$ cat config.mk
export PLATFORM = sky130hd
export DESIGN_NAME = multi_signature_byte_scanner_flat
export DESIGN_NICKNAME = d
export VERILOG_FILES = /design/src/msbs_pkg.sv /design/src/msbs_ifs.sv /design/src/msbs_csr.sv /design/src/msbs_cell.sv /design/src/multi_signature_byte_scanner.sv /design/src/flat_wrapper.sv
export SDC_FILE = /design/constraint.sdc
export NUM_CORES = 2
export LEC_CHECK = 0
export BUFFER_PORTS_ARGS = -buffer_cell sky130_fd_sc_hd__buf_2
export CORE_ASPECT_RATIO = 0.75
export CORE_MARGIN = 2
export CORE_UTILIZATION = 65
export DETAILED_ROUTE_END_ITERATION = 6
export PLACE_DENSITY_LB_ADDON = 0.12
export SLEW_MARGIN = 30
export SYNTH_ARGS = -nofsm -noshare
export SYNTH_HDL_FRONTEND = slang
export SYNTH_HIERARCHICAL = 1
export SYNTH_SLANG_ARGS = --single-unit
$ cat constraint.sdc
create_clock -name clock -period 4.2 [get_ports clock]
set_clock_uncertainty 0.05 [all_clocks]
set_input_delay 1.05 -clock clock [delete_from_list [all_inputs] [get_ports clock]]
set_output_delay 1.05 -clock clock [all_outputs]
set_load 0.05 [all_outputs]
$ cat src/msbs_pkg.sv
// Package for the multi-signature byte scanner.
// Holds the register map, the reset signatures, the verdict codes and the
// configuration bundle shared by all modules. Depends on nothing.
package msbs_pkg;

   localparam int SIG_SLOTS = 5;
   localparam int SIG_W = 64;
   localparam int LEN_FIELD_W = 4;
   localparam int LEN_REG_W = SIG_SLOTS * LEN_FIELD_W;
   localparam int BYTE_SEL_W = 3;
   localparam int CSR_IDX_W = 3;
   localparam int SIG_IDX_W = 3;
   localparam int VERDICT_W = 2;
   localparam int LENGTH_OUT_W = 13;

   typedef enum logic [CSR_IDX_W-1:0] {
      CSR_SIGNATURE_0 = 3'd0,
      CSR_SIGNATURE_1 = 3'd1,
      CSR_SIGNATURE_2 = 3'd2,
      CSR_SIGNATURE_3 = 3'd3,
      CSR_SIGNATURE_4 = 3'd4,
      CSR_LENGTHS     = 3'd5
   } csr_index_type;

   typedef enum logic [VERDICT_W-1:0] {
      VERDICT_ACCEPT   = 2'd0,
      VERDICT_BLOCKED  = 2'd1,
      VERDICT_TOO_LONG = 2'd2
   } verdict_type;

   typedef struct packed {
      logic [SIG_SLOTS-1:0][SIG_W-1:0] signature;
      logic [LEN_REG_W-1:0]            lengths;
   } cfg_type;

   localparam logic [SIG_SLOTS-1:0][SIG_W-1:0] SIG_RESET = {
      64'd1734437990,
      64'd30518463020890483,
      64'd1295,
      64'd111559148140645,
      64'd29400045130965551
   };

   localparam logic [LEN_REG_W-1:0] LEN_RESET = 20'd291431;

endpackage

$ cat src/msbs_ifs.sv
// Channel interfaces of the multi-signature byte scanner: request bytes,
// verdict results and register writes, each with valid and ready.
// Depends on msbs_pkg for the field widths.
interface msbs_req_if;
   logic       valid;
   logic       ready;
   logic [7:0] data_byte;
   logic       last_byte;

   modport source (output valid, output data_byte, output last_byte, input ready);
   modport sink (input valid, input data_byte, input last_byte, output ready);
endinterface

interface msbs_rsp_if;
   logic                                     valid;
   logic                                     ready;
   logic [msbs_pkg::VERDICT_W-1:0]           verdict;
   logic [msbs_pkg::SIG_IDX_W-1:0]           signature_index;
   logic                                     has_null;
   logic [msbs_pkg::LENGTH_OUT_W-1:0]        byte_total;

   modport source (output valid, output verdict, output signature_index,
                   output has_null, output byte_total, input ready);
   modport sink (input valid, input verdict, input signature_index,
                 input has_null, input byte_total, output ready);
endinterface

interface msbs_csr_if;
   logic                               valid;
   logic                               ready;
   logic [msbs_pkg::CSR_IDX_W-1:0]     reg_index;
   logic [msbs_pkg::SIG_W-1:0]         write_data;

   modport source (output valid, output reg_index, output write_data, input ready);
   modport sink (input valid, input reg_index, input write_data, output ready);
endinterface

$ cat src/msbs_csr.sv
// Configuration registers of the byte scanner: five signatures and the
// packed length field. Depends on msbs_pkg and the msbs_csr_if interface.
module msbs_csr (
   input  logic                clock,
   input  logic                reset,
   msbs_csr_if.sink            csr_ch,
   output msbs_pkg::cfg_type   cfg
);

   logic [msbs_pkg::SIG_SLOTS-1:0][msbs_pkg::SIG_W-1:0] sig_ff, sig_in;
   logic [msbs_pkg::LEN_REG_W-1:0]                      len_ff, len_in;
   logic                                                write_en;

   assign csr_ch.ready = 1'b1;
   assign write_en = csr_ch.valid & csr_ch.ready;

   always_comb begin
      sig_in = sig_ff;
      len_in = len_ff;
      if (write_en) begin
         case (csr_ch.reg_index)
            msbs_pkg::CSR_SIGNATURE_0: sig_in[0] = csr_ch.write_data;
            msbs_pkg::CSR_SIGNATURE_1: sig_in[1] = csr_ch.write_data;
            msbs_pkg::CSR_SIGNATURE_2: sig_in[2] = csr_ch.write_data;
            msbs_pkg::CSR_SIGNATURE_3: sig_in[3] = csr_ch.write_data;
            msbs_pkg::CSR_SIGNATURE_4: sig_in[4] = csr_ch.write_data;
            msbs_pkg::CSR_LENGTHS: len_in = csr_ch.write_data[msbs_pkg::LEN_REG_W-1:0];
            default: ;
         endcase
      end
   end

   always_ff @(posedge clock) begin
      if (reset) begin
         sig_ff <= msbs_pkg::SIG_RESET;
         len_ff <= msbs_pkg::LEN_RESET;
      end else begin
         sig_ff <= sig_in;
         len_ff <= len_in;
      end
   end

   assign cfg.signature = sig_ff;
   assign cfg.lengths   = len_ff;

endmodule

$ cat src/msbs_cell.sv
// One window position of the scanner: compares its byte against the matching
// byte of every signature and holds that byte for the next position.
// Depends on msbs_pkg for the configuration bundle.
module msbs_cell #(
   parameter int POS = 0,
   parameter int NUM_SIGNATURES = 5
) (
   input  logic                      clock,
   input  logic                      reset,
   input  logic                      shift,
   input  logic                      clear,
   input  logic [7:0]                byte_in,
   input  msbs_pkg::cfg_type         cfg,
   output logic [7:0]                byte_out,
   output logic [NUM_SIGNATURES-1:0] eq
);

   logic [7:0] byte_ff;

   always_comb begin
      logic [msbs_pkg::LEN_FIELD_W-1:0] len;
      logic [msbs_pkg::LEN_FIELD_W-1:0] sel;
      for (int k = 0; k < NUM_SIGNATURES; k++) begin
         len = cfg.lengths[msbs_pkg::LEN_FIELD_W*k +: msbs_pkg::LEN_FIELD_W];
         sel = len - 4'd1 - 4'(POS);
         if (4'(POS) >= len) begin
            eq[k] = 1'b1;
         end else begin
            eq[k] = (byte_in ==
                     cfg.signature[k][8*sel[msbs_pkg::BYTE_SEL_W-1:0] +: 8]);
         end
      end
   end

   always_ff @(posedge clock) begin
      if (reset) begin
         byte_ff <= 8'd0;
      end else if (shift) begin
         byte_ff <= clear ? 8'd0 : byte_in;
      end
   end

   assign byte_out = byte_ff;

endmodule

$ cat src/multi_signature_byte_scanner.sv
// Top level of the multi-signature byte scanner: a row of window cells,
// the per-payload counters and flags, and the verdict output register.
// Depends on msbs_pkg, the channel interfaces, msbs_csr and msbs_cell.
//
// Usage: payload bytes arrive on the req channel, one request per byte,
// with last_byte set on the final byte of a payload. Only that final byte
// produces a result on the rsp channel: the verdict, the index of the
// lowest-numbered signature that hit, a flag for any zero byte and the
// payload length, saturating one above MAX_PAYLOAD. The csr channel writes
// the five signatures and the packed lengths; it is always ready and a
// write is meant to land between payloads.
// Each cell compares its window byte with all signatures in the cycle the
// byte is taken, and the row shifts by one. The result appears in the cycle
// after the final byte is accepted and sits in an output register until
// taken. Throughput is one byte per cycle, but while that register is full
// and the receiver stalls, req.ready is low; it rises when the result leaves.
// Reset restores the built-in signatures and lengths and clears the window,
// the count and all sticky flags; no result is pending afterwards.
module multi_signature_byte_scanner #(
   parameter int MAX_PAYLOAD    = 4096,
   parameter int NUM_SIGNATURES = 5,
   parameter int MAX_SIG_LEN    = 8
) (
   input  logic       clock,
   input  logic       reset,
   msbs_req_if.sink   req_ch,
   msbs_rsp_if.source rsp_ch,
   msbs_csr_if.sink   csr_ch
);

   localparam int CNT_W = $clog2(MAX_PAYLOAD + 2);
   localparam int CMP_W = (CNT_W > msbs_pkg::LEN_FIELD_W) ? CNT_W : msbs_pkg::LEN_FIELD_W;
   localparam logic [CNT_W-1:0] COUNT_CAP = CNT_W'(MAX_PAYLOAD + 1);
   localparam logic [CMP_W-1:0] PAYLOAD_LIMIT = CMP_W'(MAX_PAYLOAD);

   msbs_pkg::cfg_type cfg;

   logic                                   req_fire;
   logic                                   end_of_payload;
   logic [MAX_SIG_LEN:0][7:0]              win;
   logic [MAX_SIG_LEN-1:0][NUM_SIGNATURES-1:0] cell_eq;
   logic [msbs_pkg::SIG_SLOTS-1:0]         hits;
   logic [msbs_pkg::SIG_SLOTS-1:0]         hit_now;

   logic [CNT_W-1:0]                       count_ff, count_in;
   logic [msbs_pkg::SIG_SLOTS-1:0]         hit_ff, hit_in;
   logic                                   null_ff, null_in;

   logic                                   rsp_valid_ff, rsp_valid_in;
   msbs_pkg::verdict_type                  verdict_ff, verdict_in;
   logic [msbs_pkg::SIG_IDX_W-1:0]         index_ff, index_in;
   logic                                   has_null_ff;
   logic [msbs_pkg::LENGTH_OUT_W-1:0]      length_ff;

   msbs_csr u_csr (
      .clock  (clock),
      .reset  (reset),
      .csr_ch (csr_ch),
      .cfg    (cfg)
   );

   assign req_ch.ready   = ~rsp_valid_ff | rsp_ch.ready;
   assign req_fire       = req_ch.valid & req_ch.ready;
   assign end_of_payload = req_fire & req_ch.last_byte;
   assign win[0]         = req_ch.data_byte;

   for (genvar i = 0; i < MAX_SIG_LEN; i++) begin : g_cell
      msbs_cell #(.POS(i), .NUM_SIGNATURES(NUM_SIGNATURES)) u_cell (
         .clock    (clock),
         .reset    (reset),
         .shift    (req_fire),
         .clear    (end_of_payload),
         .byte_in  (win[i]),
         .cfg      (cfg),
         .byte_out (win[i+1]),
         .eq       (cell_eq[i])
      );
   end

   assign count_in = (count_ff < COUNT_CAP) ? count_ff + CNT_W'(1) : count_ff;

   always_comb begin
      logic [msbs_pkg::LEN_FIELD_W-1:0] len;
      logic                             all_eq;
      hits = '0;
      for (int k = 0; k < NUM_SIGNATURES; k++) begin
         len = cfg.lengths[msbs_pkg::LEN_FIELD_W*k +: msbs_pkg::LEN_FIELD_W];
         all_eq = 1'b1;
         for (int i = 0; i < MAX_SIG_LEN; i++) begin
            all_eq = all_eq & cell_eq[i][k];
         end
         hits[k] = all_eq && (len != '0)
                   && (len <= msbs_pkg::LEN_FIELD_W'(MAX_SIG_LEN))
                   && (CMP_W'(count_in) >= CMP_W'(len));
      end
   end

   assign hit_now = hit_ff | hits;
   assign null_in = null_ff | (req_ch.data_byte == 8'd0);
   assign hit_in  = hit_now;

   always_comb begin
      index_in = '0;
      if (CMP_W'(count_in) > PAYLOAD_LIMIT) begin
         verdict_in = msbs_pkg::VERDICT_TOO_LONG;
      end else if (hit_now != '0) begin
         verdict_in = msbs_pkg::VERDICT_BLOCKED;
         for (int k = msbs_pkg::SIG_SLOTS - 1; k >= 0; k--) begin
            if (hit_now[k]) begin
               index_in = msbs_pkg::SIG_IDX_W'(k);
            end
         end
      end else begin
         verdict_in = msbs_pkg::VERDICT_ACCEPT;
      end
   end

   always_comb begin
      rsp_valid_in = rsp_valid_ff;
      if (rsp_valid_ff && rsp_ch.ready) begin
         rsp_valid_in = 1'b0;
      end
      if (end_of_payload) begin
         rsp_valid_in = 1'b1;
      end
   end

   always_ff @(posedge clock) begin
      if (reset) begin
         count_ff     <= '0;
         hit_ff       <= '0;
         null_ff      <= 1'b0;
         rsp_valid_ff <= 1'b0;
      end else begin
         rsp_valid_ff <= rsp_valid_in;
         if (end_of_payload) begin
            count_ff <= '0;
            hit_ff   <= '0;
            null_ff  <= 1'b0;
         end else if (req_fire) begin
            count_ff <= count_in;
            hit_ff   <= hit_in;
            null_ff  <= null_in;
         end
      end
   end

   always_ff @(posedge clock) begin
      if (end_of_payload) begin
         verdict_ff  <= verdict_in;
         index_ff    <= index_in;
         has_null_ff <= null_in;
         length_ff   <= msbs_pkg::LENGTH_OUT_W'(count_in);
      end
   end

   assign rsp_ch.valid           = rsp_valid_ff;
   assign rsp_ch.verdict         = verdict_ff;
   assign rsp_ch.signature_index = index_ff;
   assign rsp_ch.has_null        = has_null_ff;
   assign rsp_ch.byte_total      = length_ff;

   // A final byte always leaves a result waiting in the next cycle.
   a_result_follows_last: assert property (@(posedge clock) disable iff (reset)
      end_of_payload |=> rsp_valid_ff)
      else $error("no result after the final byte of a payload");

   // Per-payload state starts afresh after every final byte.
   a_clear_after_last: assert property (@(posedge clock) disable iff (reset)
      end_of_payload |=> (count_ff == '0) && (hit_ff == '0) && !null_ff)
      else $error("payload state not cleared after the final byte");

   // The window of earlier bytes is empty at the start of every payload.
   a_window_cleared: assert property (@(posedge clock) disable iff (reset)
      end_of_payload |=> (win[MAX_SIG_LEN:1] == '0))
      else $error("window not cleared after the final byte");

   // The signature index is only reported with a blocked verdict.
   a_index_only_blocked: assert property (@(posedge clock) disable iff (reset)
      rsp_valid_ff && (verdict_ff != msbs_pkg::VERDICT_BLOCKED) |-> (index_ff == '0))
      else $error("signature index set without a blocked verdict");

   // The byte count never passes its saturation value.
   a_count_saturates: assert property (@(posedge clock) disable iff (reset)
      count_ff <= COUNT_CAP)
      else $error("byte count above its saturation value");

endmodule
$ cat src/flat_wrapper.sv
// flat-port wrapper written by rule: the top's interface ports become plain ports
module multi_signature_byte_scanner_flat 
#(
   parameter int MAX_PAYLOAD    = 4096,
   parameter int NUM_SIGNATURES = 5,
   parameter int MAX_SIG_LEN    = 8
)
  (clock, reset, req_ch_valid, req_ch_data_byte, req_ch_last_byte, req_ch_ready, rsp_ch_valid, rsp_ch_verdict, rsp_ch_signature_index, rsp_ch_has_null, rsp_ch_byte_total, rsp_ch_ready, csr_ch_valid, csr_ch_reg_index, csr_ch_write_data, csr_ch_ready);
  msbs_req_if req_ch_i ();
  msbs_rsp_if rsp_ch_i ();
  msbs_csr_if csr_ch_i ();
  input  logic clock;
  input  logic reset;
  input wire logic [$bits(req_ch_i.valid)-1:0] req_ch_valid;
  input wire logic [$bits(req_ch_i.data_byte)-1:0] req_ch_data_byte;
  input wire logic [$bits(req_ch_i.last_byte)-1:0] req_ch_last_byte;
  output wire logic [$bits(req_ch_i.ready)-1:0] req_ch_ready;
  output wire logic [$bits(rsp_ch_i.valid)-1:0] rsp_ch_valid;
  output wire logic [$bits(rsp_ch_i.verdict)-1:0] rsp_ch_verdict;
  output wire logic [$bits(rsp_ch_i.signature_index)-1:0] rsp_ch_signature_index;
  output wire logic [$bits(rsp_ch_i.has_null)-1:0] rsp_ch_has_null;
  output wire logic [$bits(rsp_ch_i.byte_total)-1:0] rsp_ch_byte_total;
  input wire logic [$bits(rsp_ch_i.ready)-1:0] rsp_ch_ready;
  input wire logic [$bits(csr_ch_i.valid)-1:0] csr_ch_valid;
  input wire logic [$bits(csr_ch_i.reg_index)-1:0] csr_ch_reg_index;
  input wire logic [$bits(csr_ch_i.write_data)-1:0] csr_ch_write_data;
  output wire logic [$bits(csr_ch_i.ready)-1:0] csr_ch_ready;
  assign req_ch_i.valid = req_ch_valid;
  assign req_ch_i.data_byte = req_ch_data_byte;
  assign req_ch_i.last_byte = req_ch_last_byte;
  assign req_ch_ready = req_ch_i.ready;
  assign rsp_ch_valid = rsp_ch_i.valid;
  assign rsp_ch_verdict = rsp_ch_i.verdict;
  assign rsp_ch_signature_index = rsp_ch_i.signature_index;
  assign rsp_ch_has_null = rsp_ch_i.has_null;
  assign rsp_ch_byte_total = rsp_ch_i.byte_total;
  assign rsp_ch_i.ready = rsp_ch_ready;
  assign csr_ch_i.valid = csr_ch_valid;
  assign csr_ch_i.reg_index = csr_ch_reg_index;
  assign csr_ch_i.write_data = csr_ch_write_data;
  assign csr_ch_ready = csr_ch_i.ready;
  multi_signature_byte_scanner #(.MAX_PAYLOAD(MAX_PAYLOAD), .NUM_SIGNATURES(NUM_SIGNATURES), .MAX_SIG_LEN(MAX_SIG_LEN)) u_core (.clock(clock), .reset(reset), .req_ch(req_ch_i), .rsp_ch(rsp_ch_i), .csr_ch(csr_ch_i));
endmodule
# Word-level counts from Yosys, hierarchy flattened
# Index checks and enable logic that the tools add are counted.
# Widths: inputs -> output; s select.
dict set report classes {
  add_sub_neg 41
  n_lt_le_gt_ge 52
  n_eq_ne 45
  shift 40
  muxes 55
  bitwise_logic 42
  reduce_logical 35
}
# op n
set op_table {}
lappend op_table {{$shiftx 64x7->8} 40}
lappend op_table {{$eq 8x8->1} 40}
lappend op_table {{$ge 3x4->1 const A} 20}
lappend op_table {{$ge 13x4->1} 5}
lappend op_table {{$sub 3x3->3 const B} 20}
lappend op_table {{$mux 8} 7}
lappend op_table {{$mux 1} 44}
lappend op_table {{$ge 1x4->1 const A} 10}
lappend op_table {{$ge 2x4->1 const A} 10}
lappend op_table {{$and 1x1->1} 37}
lappend op_table {{$sub 3x1->3 const B} 10}
lappend op_table {{$sub 3x2->3 const B} 10}
lappend op_table {{$le 4x4->1 const B} 5}
lappend op_table {{$reduce_bool 4->1} 5}
lappend op_table {{$logic_and 1x1->1} 16}
lappend op_table {{$add 13x1->13 const B} 1}
lappend op_table {{$gt 13x13->1 const B} 1}
lappend op_table {{$lt 13x13->1 const B} 1}
lappend op_table {{$mux 13} 1}
lappend op_table {{$reduce_and 2->1} 6}
lappend op_table {{$logic_not 8->1} 1}
lappend op_table {{$eq 3x2->1 const B} 2}
lappend op_table {{$eq 3x3->1 const B} 2}
lappend op_table {{$reduce_or 6->1} 1}
lappend op_table {{other kinds (12)} 15}
dict set report word_totals {
  regBits 435
  in_bits 81
  output_inout_bits 22
}

# Logic depth before layout (Yosys ltp)
dict set report depth {
  word_depth 20
  ltp_mapped 16
  ltp_nobuf 12
}

# By module
# Netlist, hierarchy kept.
# mod instances cells_each area_each_um2
set modules_own_cells {}
lappend modules_own_cells {msbs_csr 1 1233 13156.4}
lappend modules_own_cells {{msbs_cell (u_core.g_cell[0].u_cell)} 1 303 3898.7}
lappend modules_own_cells {{msbs_cell (u_core.g_cell[2].u_cell)} 1 302 3818.7}
lappend modules_own_cells {{msbs_cell (u_core.g_cell[4].u_cell)} 1 297 3749.8}
lappend modules_own_cells {{msbs_cell (u_core.g_cell[6].u_cell)} 1 292 3515.9}
lappend modules_own_cells {{msbs_cell (u_core.g_cell[3].u_cell)} 1 344 3495.9}
lappend modules_own_cells {{msbs_cell (u_core.g_cell[1].u_cell)} 1 324 3447.1}
lappend modules_own_cells {{msbs_cell (u_core.g_cell[5].u_cell)} 1 308 3433.3}
lappend modules_own_cells {{msbs_cell (u_core.g_cell[7].u_cell)} 1 309 3418.3}
lappend modules_own_cells {multi_signature_byte_scanner 1 279 2591.2}

# Least setup slack after synthesis
# Ideal clock, no wire load.
dict set report synth_timing {
  path_type {input port to flip-flop}
  start {input rsp_ch_ready}
  end {register u_core.g_cell[6].u_cell.byte_ff[1]}
  setup_time_ns 0.065
  arrival_ns 4.112
  t_required_ns 4.085
  slack_ns -0.028
  path_stages 7
  path_buffers 1
  cell_sequence {nand2b_1 -> nand2_1 -> clkinv_1 -> clkbuf_1 -> nor2b_1 -> a21oi_1 -> nor2_1}
}
dict set report synth_via {
  elab_chain_len 4
}
# item line_no
set synth_lines {}
lappend synth_lines {{start, declared} flat_wrapper.sv:23} ;# input wire logic [$bits(rsp_ch_i.ready)-1:0] rsp_ch_ready;
lappend synth_lines {{$or 1x1->1 *} multi_signature_byte_scanner.sv:62} ;# assign req_ch.ready = ~rsp_valid_ff | rsp_ch.ready;
lappend synth_lines {{$and 1x1->1 *} multi_signature_byte_scanner.sv:63} ;# assign req_fire = req_ch.valid & req_ch.ready;
lappend synth_lines {{net u_core.req_fire} multi_signature_byte_scanner.sv:38} ;# logic req_fire;
lappend synth_lines {{$and 1x1->1} multi_signature_byte_scanner.sv:64} ;# assign end_of_payload = req_fire & req_ch.last_byte;
lappend synth_lines {{$mux 8} msbs_cell.sv:39} ;# byte_ff <= clear ? 8'd0 : byte_in;
lappend synth_lines {{end signal, assigned} msbs_cell.sv:39}
lappend synth_lines {{end, declared} msbs_cell.sv:18} ;# logic [7:0] byte_ff;
# The timed path passes the listed nets; every way through them passes the cells marked *.
# A chain may end at the register's enable or synchronous reset.

==> results.md <==
- IO Pins: 103
- TritonCTS Buffers: 47
- Hold Path Class: reg -> reg
- Routed wire length per instance: between 30 and 40 um
- MaxCap Viol Count: 0
- Skew-Pair Late Insertion Delay: between 600 and 700 ps
- Filler cells: 4786
- Seq. cell area: roughly 0.0089 sq mm
- Critical path's slowest cell: dfxtp_4
- Clk root buf: clkbuf_16
- Worst setup EP type: flop
- RSZ-0062 raised after global routing: true
- Global-route wire length before repair: 272000 um
- Initial DRC count: around 7400
- Port Buffers: around 100
- Largest net degree at the start of global routing: approximately 140
- Syn. warnings: 6
- RR Endpoint: u_core/rsp_ch.signature_index[0]
- Die area: 0.0701 sq mm
- CP endpoint: u_core/rsp_ch.signature_index[0]
- Layout Area Growth over Synthesis: 7.24%
- Hold WS: ~460 ps
- Slew @ Worst Pin: between 1000 and 1500 ps
- Via-per-instance ratio: slightly above 8
- CP startpoint: u_core/u_csr/len_ff[9]
- Clock transition at path regs: 70 ps
- Die height: approximately 230 um
- Nets@finish: around 4200
- Core ar.: ~0.067 sq mm
- Final Setup Violations: 3
- Leakage power figure: approximately 20 nW
- CTS tree: built
- Sequence of cells on the critical path: buf_4, mux4_2, mux2i_1, buf_4, xor2_1, o2111ai_1, o22ai_1, nand4_1, nor3_1, buf_4, o32ai_2, buf_4, buf_4, nand2b_1, a21oi_2
- Slew Limit Headroom: 0.176
- Cells after DPL: slightly below 5000
- Layout Cells excl Fill: 4952
- Slowest cell delay on critical path: about 550 ps
- CP delay by family, top: buffers and inverters
- Fmax: 233 MHz
- Clock buffer depth: 3
- Minimum clock period after layout: between 4000 and 5000 ps
- Crit path launch type: flop
- Reg-to-reg critical path startpoint: u_core/u_csr/len_ff[9]
- TritonRoute pass-1 iters: 7
- CTS H-tree lvls: 2
- Worst r2r path cells: 15
- Total clock sinks: approximately 440
- Final period util: 1.02
- Final Wtd Congestion: between 1 and 1.5
- Pwr/cell area: about 240 mW/mm^2
- CP Depth: 15
- VDD IR max: about 0.33 mV
- Initial antenna violation count: 15
- DP HPWL: 142000 um
- Status: finished with violations
- Critical path peak fanout: 17
- Fraction of final layout cells with drive strength greater than 1: 0.231
- Mean Syn Cell Area: about 11 sq um
- Via Count: around 40000
- CP Data Required Time: ~4500 ps
- DRC violations left: 21
- DRT Wirelength: roughly 200000 um
- Post-route ant nets: 0
- Multi-input combinational cell area: between 0.03 and 0.04 sq mm
- Reg2reg setup slack: -90 ps
- Final Hold Vio Count: 0
- Starting Density: 0.660
- Final slew viol count: 0
- Synth Instances: between 3000 and 4000
- Most used cell, CP: buf_4
- Overflow after GRT: 0
- Vias in the first global route: 36403
- Critical Path AT: around 4600 ps
- FP Rows: 82
- Mapped cell area: between 0.04 and 0.05 sq mm
- Failing checks: design-rule violations, negative setup slack
- Bufs and invs on worst path: 5
- Final setup margin: -87.5 ps
- Critical path type: reg -> reg
- Chip width: around 310 um
- GRT Util Overall: 0.547
- Syn nets: ~4100
-- registers in the layout, summed over array words and instances (netlist names) --
name,cells
u_core/rsp_ch.signature_index,3
u_core/null_ff,1
u_core/rsp_ch.valid,1
u_core/count_ff,13
u_core/g_cell.u_cell/byte_out,56
u_core/u_csr/cfg,320
u_core/rsp_ch.verdict,2
u_core/rsp_ch.has_null,1
u_core/u_csr/len_ff,20
u_core/rsp_ch.byte_total,13
u_core/hit_ff,5
-- layer usage --
metal | vias up | part of all wire | track usage
met5 | - | 0.0063 | 0.119
met2 | 4243 | 0.36 | 0.673
met3 | 977 | 0.21 | 0.368
li1 | 15151 | - | -
met1 | 19481 | 0.35 | 0.691
met4 | 34 | 0.080 | 0.310
-- power breakdown --
part	internal [mW]	leakage [nW]	switching (mW)
Clock	2.49	0.800	2.07
Combinational	0.921	16.0	1.39
Sequential	4.24	3.55	0.262
Total	7.65	20.3	3.72
-- placed cells by master, fill, tap and decap left out, drive strengths merged, types with 6 or more instances in the layout --
cell / n
diode: 23
nor2b: 99
clkbuf: 59
xnor2: 135
o21ai: 22
and4: 6
or4: 6
a22o: 12
nand4b: 8
o32ai: 6
dfxtp: 416
edfxtp: 19
nor3b: 10
o221ai: 7
mux2: 17
a31o: 7
and2: 16
nand2: 74
inv: 85
ha: 71
nand3b: 21
nand3: 24
xor2: 337
and3: 16
o31ai: 8
nor2: 289
a21oi: 85
mux2i: 630
clkinv: 17
nor4: 64
a31oi: 13
mux4: 552
nand4: 53
nor3: 33
a22oi: 70
o22ai: 17
a211o: 6
nand2b: 324
buf: 351
-- how the worst min path moves through the flow --
stage                                             start                             endpoint  depth (start not counted)
floorplan           u_core/g_cell[0].u_cell/byte_out[6]  u_core/g_cell[0].u_cell/byte_out[6]                          2
global placement                       u_core/hit_ff[1]                     u_core/hit_ff[1]                          2
detailed placement                     u_core/hit_ff[4]                     u_core/hit_ff[4]                          2
CTS                                    u_core/hit_ff[4]                     u_core/hit_ff[4]                          2
global route                             u_core/null_ff                       u_core/null_ff                          2
finish                                   u_core/null_ff                       u_core/null_ff                          2
-- through the flow --
step                instance area (sq um)  power, mW  setup slack [ps]   util  setup TNS, ps
floorplan                           44200       5.87              62.0      -              0
global placement                    45600       6.65              67.4  0.681              0
detailed placement                  45600       6.70               118  0.681              0
CTS                                 47300       11.1              92.8  0.705              0
global route                        47300       11.5             -74.0  0.707           -188
finish                              47400       11.4             -87.5  0.708           -103
-- timing repair --
item | 4_1_cts | 5_1_grt
endpoints found under the hold margin | 0 | 0
hold buffers | 0 | 0
buffers inserted | 0 | 2
setup endpoints to repair | 0 | 3
gates resized for setup | 0 | 18
-- final cells by class --
| cell class | count | area share |
|---|---|---|
| Multi-Input combinational cell | 3094 | 0.689 |
| Sequential cell | 435 | 0.189 |
| Timing Repair Buffer | 351 | 0.0572 |
| Clock buffer | 59 | 0.0284 |
| Tap cell | 882 | 0.0233 |
| Inverter | 79 | 0.00626 |
| Clock inverter | 29 | 0.00578 |
| Antenna cell | 23 | 0.00121 |
-- tightest hold or removal path, stage by stage, from the launching register on --
cell     delay, ps
dfxtp_1        320
nor2_1         100
nor3b_1         50
Power figures use the tool's default switching activity.
